--- src/hw/rtl/pglm_pkg.sv ---
`timescale 1ns / 1ps
`default_nettype none
package pglm_pkg;

  localparam int NUM_INPUTS_DEF = 4;
  localparam int NUM_BASIS_DEF  = 8;

  // field widths
  localparam int IDX_W   = 5;
  localparam int VAL_W   = 16;
  localparam int SPK_W   = 8;
  localparam int CUR_W   = 40;
  localparam int LL_W    = 48;
  localparam int TAB_DEPTH = 32;

  // register indexes
  localparam logic REG_BIAS_CURRENT = 1'b0;
  localparam logic REG_BIN_WIDTH    = 1'b1;

  localparam logic [15:0] BIAS_RESET = 16'd4096;
  localparam logic [15:0] BW_RESET   = 16'd6554;

  // operation codes on the input channel
  localparam logic OP_LOAD    = 1'b0;
  localparam logic OP_FEATURE = 1'b1;

  localparam logic [16:0] LOG2E_Q16 = 17'd94548;
  localparam logic signed [16:0] LN2_Q16 = 17'sd45426;

  typedef logic [30:0] exp_tab_t [16];

  typedef enum logic [3:0] {
    CMD_NONE,
    CMD_CAPTURE,
    CMD_MUL,
    CMD_ACC,
    CMD_CUR,
    CMD_Y,
    CMD_EXP,
    CMD_EXP_END,
    CMD_LN_NORM,
    CMD_LN_SQ,
    CMD_LN_FIN,
    CMD_RATE,
    CMD_TERM_MUL,
    CMD_TERM_ACC,
    CMD_EMIT
  } dp_op_t;

  typedef struct packed {
    dp_op_t op;
  } dp_cmd_t;

  typedef struct packed {
    logic bin_end;
    logic set_end;
    logic cnt_last;
    logic norm_done;
    logic out_free;
  } dp_status_t;

  // floor integer square root, elaboration only
  function automatic logic [63:0] isqrt_c(input logic [63:0] v_in);
    logic [63:0] v;
    logic [63:0] res;
    logic [63:0] bt;
    v   = v_in;
    res = '0;
    bt  = 64'd1 << 62;
    for (int i = 0; i < 32; i++) begin
      if (v >= res + bt) begin
        v   = v - (res + bt);
        res = (res >> 1) + bt;
      end else begin
        res = res >> 1;
      end
      bt = bt >> 2;
    end
    return res;
  endfunction

  // factors 2^(-2^-(k+1)) in Q30, entry k used for fraction bit 15-k
  function automatic exp_tab_t build_exp_tab();
    exp_tab_t t;
    logic [63:0] c;
    c = 64'd1 << 29;
    for (int k = 0; k < 16; k++) begin
      c = isqrt_c(c << 30);
      t[k] = c[30:0];
    end
    return t;
  endfunction

  localparam exp_tab_t EXP_TAB = build_exp_tab();

endpackage
`default_nettype wire

--- src/hw/rtl/pglm_ctrl.sv ---
`timescale 1ns / 1ps
`default_nettype none
module pglm_ctrl (
  input  wire logic                 clk,
  input  wire logic                 rst,
  input  wire logic                 in_valid,
  input  wire logic                 in_op,
  output logic                      in_ready,
  output pglm_pkg::dp_cmd_t         cmd,
  input  wire pglm_pkg::dp_status_t status
);
  import pglm_pkg::*;

  typedef enum logic [3:0] {
    S_IDLE, S_MUL, S_ACC, S_CUR, S_Y, S_EXP, S_EXP_END, S_LN_NORM,
    S_LN_SQ, S_LN_FIN, S_RATE, S_TERM_MUL, S_TERM_ACC, S_EMIT
  } state_t;

  state_t state;
  logic   ln_second;

  assign in_ready = (state == S_IDLE);

  always_comb begin
    unique case (state)
      S_IDLE:     cmd.op = in_valid ? CMD_CAPTURE : CMD_NONE;
      S_MUL:      cmd.op = CMD_MUL;
      S_ACC:      cmd.op = CMD_ACC;
      S_CUR:      cmd.op = CMD_CUR;
      S_Y:        cmd.op = CMD_Y;
      S_EXP:      cmd.op = CMD_EXP;
      S_EXP_END:  cmd.op = CMD_EXP_END;
      S_LN_NORM:  cmd.op = CMD_LN_NORM;
      S_LN_SQ:    cmd.op = CMD_LN_SQ;
      S_LN_FIN:   cmd.op = CMD_LN_FIN;
      S_RATE:     cmd.op = CMD_RATE;
      S_TERM_MUL: cmd.op = CMD_TERM_MUL;
      S_TERM_ACC: cmd.op = CMD_TERM_ACC;
      S_EMIT:     cmd.op = status.out_free ? CMD_EMIT : CMD_NONE;
      default:    cmd.op = CMD_NONE;
    endcase
  end

  always_ff @(posedge clk) begin
    if (rst) begin
      state     <= S_IDLE;
      ln_second <= 1'b0;
    end else begin
      unique case (state)
        S_IDLE:     if (in_valid && in_op == OP_FEATURE) state <= S_MUL;
        S_MUL:      state <= S_ACC;
        S_ACC:      state <= status.bin_end ? S_CUR : S_IDLE;
        S_CUR:      state <= S_Y;
        S_Y:        state <= S_EXP;
        S_EXP:      if (status.cnt_last) state <= S_EXP_END;
        S_EXP_END: begin
          state     <= S_LN_NORM;
          ln_second <= 1'b0;
        end
        S_LN_NORM:  if (status.norm_done) state <= S_LN_SQ;
        S_LN_SQ:    if (status.cnt_last) state <= S_LN_FIN;
        S_LN_FIN:   state <= ln_second ? S_TERM_MUL : S_RATE;
        S_RATE: begin
          state     <= S_LN_NORM;
          ln_second <= 1'b1;
        end
        S_TERM_MUL: state <= S_TERM_ACC;
        S_TERM_ACC: state <= status.set_end ? S_EMIT : S_IDLE;
        S_EMIT:     if (status.out_free) state <= S_IDLE;
        default:    state <= S_IDLE;
      endcase
    end
  end

endmodule
`default_nettype wire

--- config.mk ---
export PLATFORM = sky130hd
export DESIGN_NAME = pglm_ctrl
export DESIGN_NICKNAME = d
export VERILOG_FILES = /design/src/hw/rtl/pglm_pkg.sv /design/src/hw/rtl/pglm_ctrl.sv
export SDC_FILE = /design/constraint.sdc
export NUM_CORES = 1
export LEC_CHECK = 0
export BUFFER_PORTS_ARGS = -buffer_cell sky130_fd_sc_hd__buf_2
export CAP_MARGIN = 20
export CORE_AREA = 2 2 45 47
export CTS_BUF_LIST = sky130_fd_sc_hd__clkbuf_16
export DETAILED_ROUTE_END_ITERATION = 16
export DIE_AREA = 0 0 47 49
export HOLD_SLACK_MARGIN = 0.08
export PLACE_DENSITY = 0.52
export SYNTH_ARGS = -nofsm -noshare
export SYNTH_HDL_FRONTEND = slang
export SYNTH_SLANG_ARGS = --single-unit
--- constraint.sdc ---
create_clock -name clk -period 4.14 [get_ports clk]
set_clock_uncertainty 0.2 [all_clocks]
set_input_delay 0.414 -clock clk [delete_from_list [all_inputs] [get_ports clk]]
set_output_delay 0.414 -clock clk [all_outputs]
set_load 0.05 [all_outputs]
-- Word level (Yosys, flattened, before mapping)
Cells that the tools add are included.
- equal/unequal tests: 18
- muxes and demuxes: 13
- reductions and logical operators: 5
- operator list (cell ; number):
    case mux 4 bit (14 select lines) ; 1
    case mux 4 bit (13 select lines) ; 1
    2-to-1 mux 4 bit ; 7
    equality test 4 bit (second input constant) ; 6
    equality test 4 x 3 -> 1 bit (second input constant) ; 4
    equality test 4 x 2 -> 1 bit (second input constant) ; 2
    != test 2 bit (second input constant) ; 4
    AND reduction 5 bit ; 1
    equality test 4 x 1 -> 1 bit (second input constant) ; 1
    logical NOT 4 bit ; 1
    2-to-1 mux 1 bit ; 2
    2-to-1 mux 2 bit ; 1
    != test 2 x 1 -> 1 bit (second input constant) ; 1
    case mux 1 bit (2 select lines) ; 1
    nonzero test 2 bit ; 1
    OR reduction 2 bit ; 1
    logical AND 1 bit ; 1
- word-level logic and storage cells: 38
- bits of input ports: 9
- output and inout port bits: 5
- register bits: 5

-- Logic depth before layout (Yosys ltp)
- depth after elaboration: 3
- gate-level depth with buffers: 6
- mapped depth without buffers: 4

-- Worst setup path before layout
OpenSTA, ideal clock, no wires.
- path kind: register -> output
- start: reg state[0]
- end: out in_ready
- arrival time: 2.168 ns
- buffers on the path: 2
- slack: 1.358 ns
- stages on the path, launching flop included: 4
- data required time: 3.526 ns
- cell sequence: dfxtp_1 > buf_2 > buf_2 > nor4_1
- word-level cells in the longest chain between the ends: 1
- ends and longest elaborated chain (element ; line ; text):
    start: declaration ; pglm_ctrl.sv:19 ; state_t state;
    start signal: assignment ; pglm_ctrl.sv:52 ; S_ACC: state <= status.bin_end ? S_CUR : S_IDLE;
    start signal: assignment ; pglm_ctrl.sv:62 ; S_LN_FIN: state <= ln_second ? S_TERM_MUL : S_RATE;
    start signal: assignment ; pglm_ctrl.sv:68 ; S_TERM_ACC: state <= status.set_end ? S_EMIT : S_IDLE;
    logical NOT 4 bit ; pglm_ctrl.sv:22 ; assign in_ready = (state == S_IDLE);
    end: declaration ; pglm_ctrl.sv:8 ; output logic in_ready,
Every way passes these cells.

==> out/qor.csv <==
metric;value;unit
Initial DRC Count;14;
Final Hold Fails;0;
Die ar.;2300;um2
Std-Cell Core Area;1840;um2
status;finished, final reports clean;
CTS tree;yes;
Max Slew Vio Count;0;
Seq/Total Area, Yosys;19.6;%
maximum vdd drop;0.000324;V
worst-path maximum fanout;16;
vias in the first global route;400;
later-pin clock latency in the skew report;0.22;ns
Area Growth Syn to Fin;25.5;%
CTS Buf Count;3;
Post-DP Area;562;um2
CTS sink count;5;
Lkg Pwr;0.275;nW
vias per cell;4.89;
hold buffer count at cts;0;
Min Hold Slack;0.210;ns
root buf cell;clkbuf_16;
Cell Pwr Density;650;nW/um2
flip-flop and latch area;100;um2
area occupied by multi-input gates;352;um2
H-Tree Depth;1;
yosys warns;0;
min-delay worst type;in2reg;
Setup violations, final;0;
Slew @ Worst Pin;0.680;ns
diodes inserted;0;
most frequent cells in the layout;13 x buf_2, 6 x nand2b_1, 6 x nand2_1, 6 x a21oi_1, 6 x nor2_1;
PnR worst setup slack;1.80;ns
crit path DAT;1.73;ns
Avg Cell Area, Syn;7.40;um2
num rows;16;
setup_tns;0;ns
Initial Util;27.7;%
post-CTS setup buffers;0;
Max-Cap Viols;0;
Avg WL per Cell;11.4;um
Post-DP HPWL;876;um
Layout Cells excl Fill;106;
Worst setup EP type;output port;
FF+latch count, synth;5;
pre-CTS WS;2.05;ns
Setup CP Type;reg2out;
Final GP Congestion;0.785;
largest net degree at the start of global routing;21;
nets@finish;89;
share of cells above drive strength 1;25.3;%
most common cell after layout, fill and taps aside;buf_2;
global-route wire length before repair;1.86;mm
initial antenna violation count;0;
detailed-router iteration count before antenna repair;2;
final WL;1.21;mm
Final Util;34.8;%
Final Total Pwr;0.417;mW
CTS clk-pin slew, worst paths;0.03;ns
crit path time final;2.34;ns
IO buf count;13;
Vias;518;
# resized after CTS;0;
worst-case clock buffer depth;2;
post-route ant nets;0;
num ports;14;
WP data required;3.53;ns
Netlist cell types;27;
syn_nets;78;
DRC viols;0;
slew margin rel.;54.6;%
R2R Setup Slk;2.15;ns
Syn Inst Count;69;
total global-route track usage;10.8;%
Max Freq;427;MHz
Layout Cell Area excl Fill;641;um2
RSZ-0062 raised after global routing;no;
Post-Place Cells;102;
Tcrit/Tclk final;56.5;%
Critical Path Source Type;flip-flop;
total gr overflow;0;
Mapped Area;510;um2
DIE WIDTH;47;um
Die Ht;49;um
fillers;207;
## flip-flops by register name, indices dropped and copies added (netlist names)
signal / cells
ln_second: 1
state: 4
## metal layers
metal / global-route usage (%) / wire (um) / part of all wire, %
met5: 0 / 0 / 0
met4: 1.39 / 0 / 0
met3: 4.44 / 37 / 3.1
met2: 15.5 / 581 / 48
met1: 15.5 / 594 / 49
## layout make-up
type | count | area share [%]
inverter | 3 | 1.76
multi-input combinational | 54 | 54.9
timing repair buffer | 13 | 10.2
clock buffer | 3 | 11.7
clock inverter | 1 | 0.586
sequential | 5 | 15.6
tap | 27 | 5.27
## cell usage after synthesis, drive strengths merged
cell,n,area share (%)
dfxtp,5,20
a311oi,1,1.7
nor4,2,2.5
o21bai,1,1.5
nor2,6,4.4
nand4b,1,4.7
o22ai,2,2.5
o21a,3,4.4
o21ai,6,5.9
inv,3,2.2
or2,1,1.7
mux2,1,2.2
a31o,1,1.7
nand2,7,5.6
nor2b,2,2.5
mux2i,1,2.0
nor3,1,0.98
nand2b,6,7.4
o32ai,3,5.1
o31a,1,1.7
o311ai,1,1.7
a21oi,6,5.9
buf,7,9.3
a2111oi,1,2.9
## path summary, 6_finish.rpt
kind	from	to	cells after the start
worst min register to register	ln_second	ln_second	2
worst min-delay path	rst	ln_second	2
worst max-delay path	state[2]	cmd[2]	5
worst max register to register	state[3]	state[3]	4
## power by group
group / total (mW) / switching, mW / internal, mW / leakage [nW]
clock: 0.154 / 0.0294 / 0.125 / 0.0423
combinational: 0.166 / 0.105 / 0.0609 / 0.192
sequential: 0.0968 / 0.0400 / 0.0568 / 0.0408
## kinds of logic (layout without fill, tap and decap cells)
family,Yosys count,in the layout,synth area share [%]
AND/OR/NAND/NOR,26,26,29.7
flip-flops,5,5,19.6
AO/OA/AOI/OAI,26,26,35.0
buffers and inverters,10,20,11.5
multiplexers,2,2,4.17
## worst max-delay path: stages, from the launching register on
cell,delay [ns]
dfxtp_1,0.68
inv_1,0.15
a21oi_1,0.15
o22ai_1,0.09
a21oi_1,0.14
buf_2,0.28
Power figures use the tool's default switching activity.
